==> config.mk <==
export PLATFORM = sky130hd
export DESIGN_NAME = mwsl_apb
export DESIGN_NICKNAME = d
export VERILOG_FILES = /design/src/rtl/mwsl_pkg.sv /design/src/rtl/mwsl_apb.sv
export SDC_FILE = /design/constraint.sdc
export NUM_CORES = 1
export LEC_CHECK = 0
export BUFFER_PORTS_ARGS = -buffer_cell sky130_fd_sc_hd__buf_2
export CORE_MARGIN = 4
export CORE_UTILIZATION = 34
export CTS_BUF_LIST = sky130_fd_sc_hd__clkbuf_4 sky130_fd_sc_hd__clkbuf_8 sky130_fd_sc_hd__clkbuf_16
export CTS_CLUSTER_SIZE = 25
export DETAILED_ROUTE_END_ITERATION = 10
export PLACE_DENSITY = 0.77
export SLEW_MARGIN = 20
export SYNTH_ARGS = -nofsm -noshare
export SYNTH_HDL_FRONTEND = slang
export SYNTH_SLANG_ARGS = --single-unit
==> constraint.sdc <==
create_clock -name clk -period 1.94 [get_ports clk]
set_input_delay 0.194 -clock clk [delete_from_list [all_inputs] [get_ports clk]]
set_output_delay 0.194 -clock clk [all_outputs]
set_load 0.005 [all_outputs]
==> src/rtl/mwsl_pkg.sv <==
// ----------------------------------------------------------------------------
// mwsl_pkg
// Shared widths, register map and helpers for the minimum window sum length
// tracker.
// ----------------------------------------------------------------------------
`default_nettype none

package mwsl_pkg;

  localparam int MAX_WINDOW = 1024;
  localparam int VALUE_BITS = 16;

  localparam int PTR_W = $clog2(MAX_WINDOW);
  localparam int CNT_W = $clog2(MAX_WINDOW + 1);
  localparam int SUM_W = 26;
  localparam int THR_W = 26;

  localparam int DATA_W = 32;
  localparam int ADDR_W = 3;

  // Word index of each configuration register (paddr[2]).
  localparam logic REG_THRESHOLD = 1'b0;

  localparam logic [THR_W-1:0] THRESHOLD_RESET = THR_W'(1);

  function automatic logic [PTR_W-1:0] advance(input logic [PTR_W-1:0] idx);
    logic [PTR_W-1:0] res;
    if (idx == PTR_W'(MAX_WINDOW - 1)) begin
      res = '0;
    end else begin
      res = idx + PTR_W'(1);
    end
    return res;
  endfunction

endpackage

`default_nettype wire

==> src/rtl/mwsl_apb.sv <==
// ----------------------------------------------------------------------------
// mwsl_apb
// APB register block holding the threshold.
// ----------------------------------------------------------------------------
`default_nettype none

module mwsl_apb
  import mwsl_pkg::*;
(
  input  wire logic              clk,
  input  wire logic              rst,
  input  wire logic              psel,
  input  wire logic              penable,
  input  wire logic              pwrite,
  input  wire logic [ADDR_W-1:0] paddr,
  input  wire logic [DATA_W-1:0] pwdata,
  output logic      [DATA_W-1:0] prdata,
  output logic                   pready,
  output logic      [THR_W-1:0]  threshold
);

  logic wr_en;

  assign pready = 1'b1;
  assign wr_en  = psel && penable && pwrite && pready;

  always_ff @(posedge clk) begin
    if (rst) begin
      threshold <= THRESHOLD_RESET;
    end else if (wr_en && paddr[2] == REG_THRESHOLD) begin
      threshold <= pwdata[THR_W-1:0];
    end
  end

  always_comb begin
    prdata = '0;
    if (paddr[2] == REG_THRESHOLD) begin
      prdata = DATA_W'(threshold);
    end
  end

endmodule

`default_nettype wire

==> metrics.csv <==
metric,value,unit
antenna_found_initial,0,
slew_headroom,58.3,%
grt-ovfl-total,0,
final_cells,277,
largest_register_ffs,26,
path_cells,buf_2 > buf_4 > and2b_2 > buf_2,
ios,99,
largest-register,threshold,
setup_viol,0,
pwr_density_cell,549,nW/um^2
setup_total_negative_slack,0,ps
peakVddDrop,301,uV
cpMaxStageDelayCell,buf_4,
drive_gt1_share,42.3,%
cp-end-kind,output port,
whs,175,ps
rsz0062_at_grt,no,
finalCriticalPeriod,1130,ps
start_kind,input pin,
wl,3080,um
cts-resized-gates,0,
die_y,72.8,um
clk_latency,260,ps
maxCapViolCount,0,
grt_pass1_wl,5040,um
cp_num_buf_inv,3,
initial_utilization,35.4,%
htreeDepth,1,
p_total,1.03,mW
row_count,23,
detail_route.drc_violations,0,
crit_type,in -> out,
synth-seq-area-share,36.5,%
cpPeakStageDelay,270,ps
grt_use_total,11.9,%
final.setup_skew,0,ps
grt_max_degree,53,
layout_common_cells,"buf_2 (83), nand2b_1 (50), mux2i_1 (26), dfxtp_1 (26), nor2b_1 (20)",
fillers,388,
status,"complete, no violations",
postCtsSetupRepairBufs,0,
drtAntennaViolNets,0,
utilization,46.6,%
yosysUniqueCellTypes,12,
avgSynthCellArea,9.51,um^2
final-seq-area,520,um^2
synth_area,1430,um^2
vias_per_cell,4.21,
final_area,1880,um^2
syn_to_final_growth,31.6,%
port_buffers,83,
synthCells,150,
root_buffer,clkbuf_8,
crit_top_cell,buf_2,
wl_per_cell,11.1,um
hold_buffers,0,
die_area,5300,um^2
dp_hpwl,2240,um
grt_pass1_vias,1091,
cts_made_buffers,3,
core-area,4030,um^2
cts_sinks,26,
multiInputGateArea,796,um^2
crit_required,1750,ps
synth_warnings,0,
slew_violations,0,
synth_seq_cells,26,
path_max_fanout,26,
clock.fmax,886,MHz
top_regs,threshold (26),
period_share,58.2,%
max_slew.worst_pin.slew,625,ps
hold_path.class,in -> reg,
vias,1166,
arrival,930,ps
insertedDiodeCount,0,
drt_iter0_drc,63,
dpl.cell_count,273,
place_area,1820,um^2
final_common_cell,buf_2,
dp_slack,587,ps
clk_path_buf_depth,2,
clk_pin_slew_worst_paths,90,ps
die_w,72.8,um
critPathTopFamily,buffers and inverters,
place.gp.congestion,0.664,
cts_tree,done,
p_leak,0.921,nW
dr.pass1.iters,4,
layout.nets,268,
setup_ws,812,ps
hold_viol,0,
-- final timing paths --
path / from / endpoint / slack, ps / cells after the start
min: pwdata[10] / threshold[10]$_SDFFE_PP0P_ / 170 / 3
max reg2reg: threshold[0]$_SDFFE_PP1P_ / threshold[0]$_SDFFE_PP1P_ / 1310 / 2
max: paddr[2] / prdata[0] / 810 / 4
min reg2reg: threshold[17]$_SDFFE_PP0P_ / threshold[17]$_SDFFE_PP0P_ / 480 / 2
-- kinds of logic (layout without fill, tap and decap cells) --
logic type             Yosys count  in the layout  share of synthesized area, %
buffers and inverters           17             89                          9.12
DFF                             26             26                          36.5
other                            2              7                         0.527
muxes                           26             26                          18.2
and+or+nand+nor                 79             79                          35.6
-- area by class of cell --
type                    instances  share of cell area, %
multi-input cells             112                   42.4
clock buffers                   4                   2.93
flip-flops and latches         26                   27.7
well taps                      50                   3.33
repair buffers                 85                   23.6
-- synth_stat cells --
master	number	share of area, %
and2b_2	6	3.7
and4b_1	1	0.70
buf_12	2	2.8
buf_4	7	3.7
buf_6	1	0.79
clkbuf_1	7	1.8
conb_1	2	0.53
dfxtp_1	26	36
mux2i_1	26	18
nand2b_1	50	22
nor2_1	2	0.53
nor2b_1	20	8.8
-- metal layers --
layer / global-route usage, % / vias to the layer above / share of wire (%)
met3: 2.48 / 4 / 9.0
met1: 15.0 / 498 / 44
met2: 20.3 / 54 / 46
met4: 3.69 / 0 / 0.71
li1: - / 610 / -
met5: 0 / - / 0
-- worst reg2reg max path: stages, from the launching register on --
cell and delay, ps:
dfxtp_1 320, nor2_1 110, mux2i_1 90
-- power by group --
| part | switching (mW) | internal, mW | leakage [nW] |
|---|---|---|---|
| Clock | 0.162 | 0.181 | 0.0288 |
| Sequential | 0.00742 | 0.545 | 0.210 |
| Combinational | 0.0588 | 0.0752 | 0.682 |
| Total | 0.228 | 0.801 | 0.921 |
Note: power is estimated with default switching activity, not from simulation.
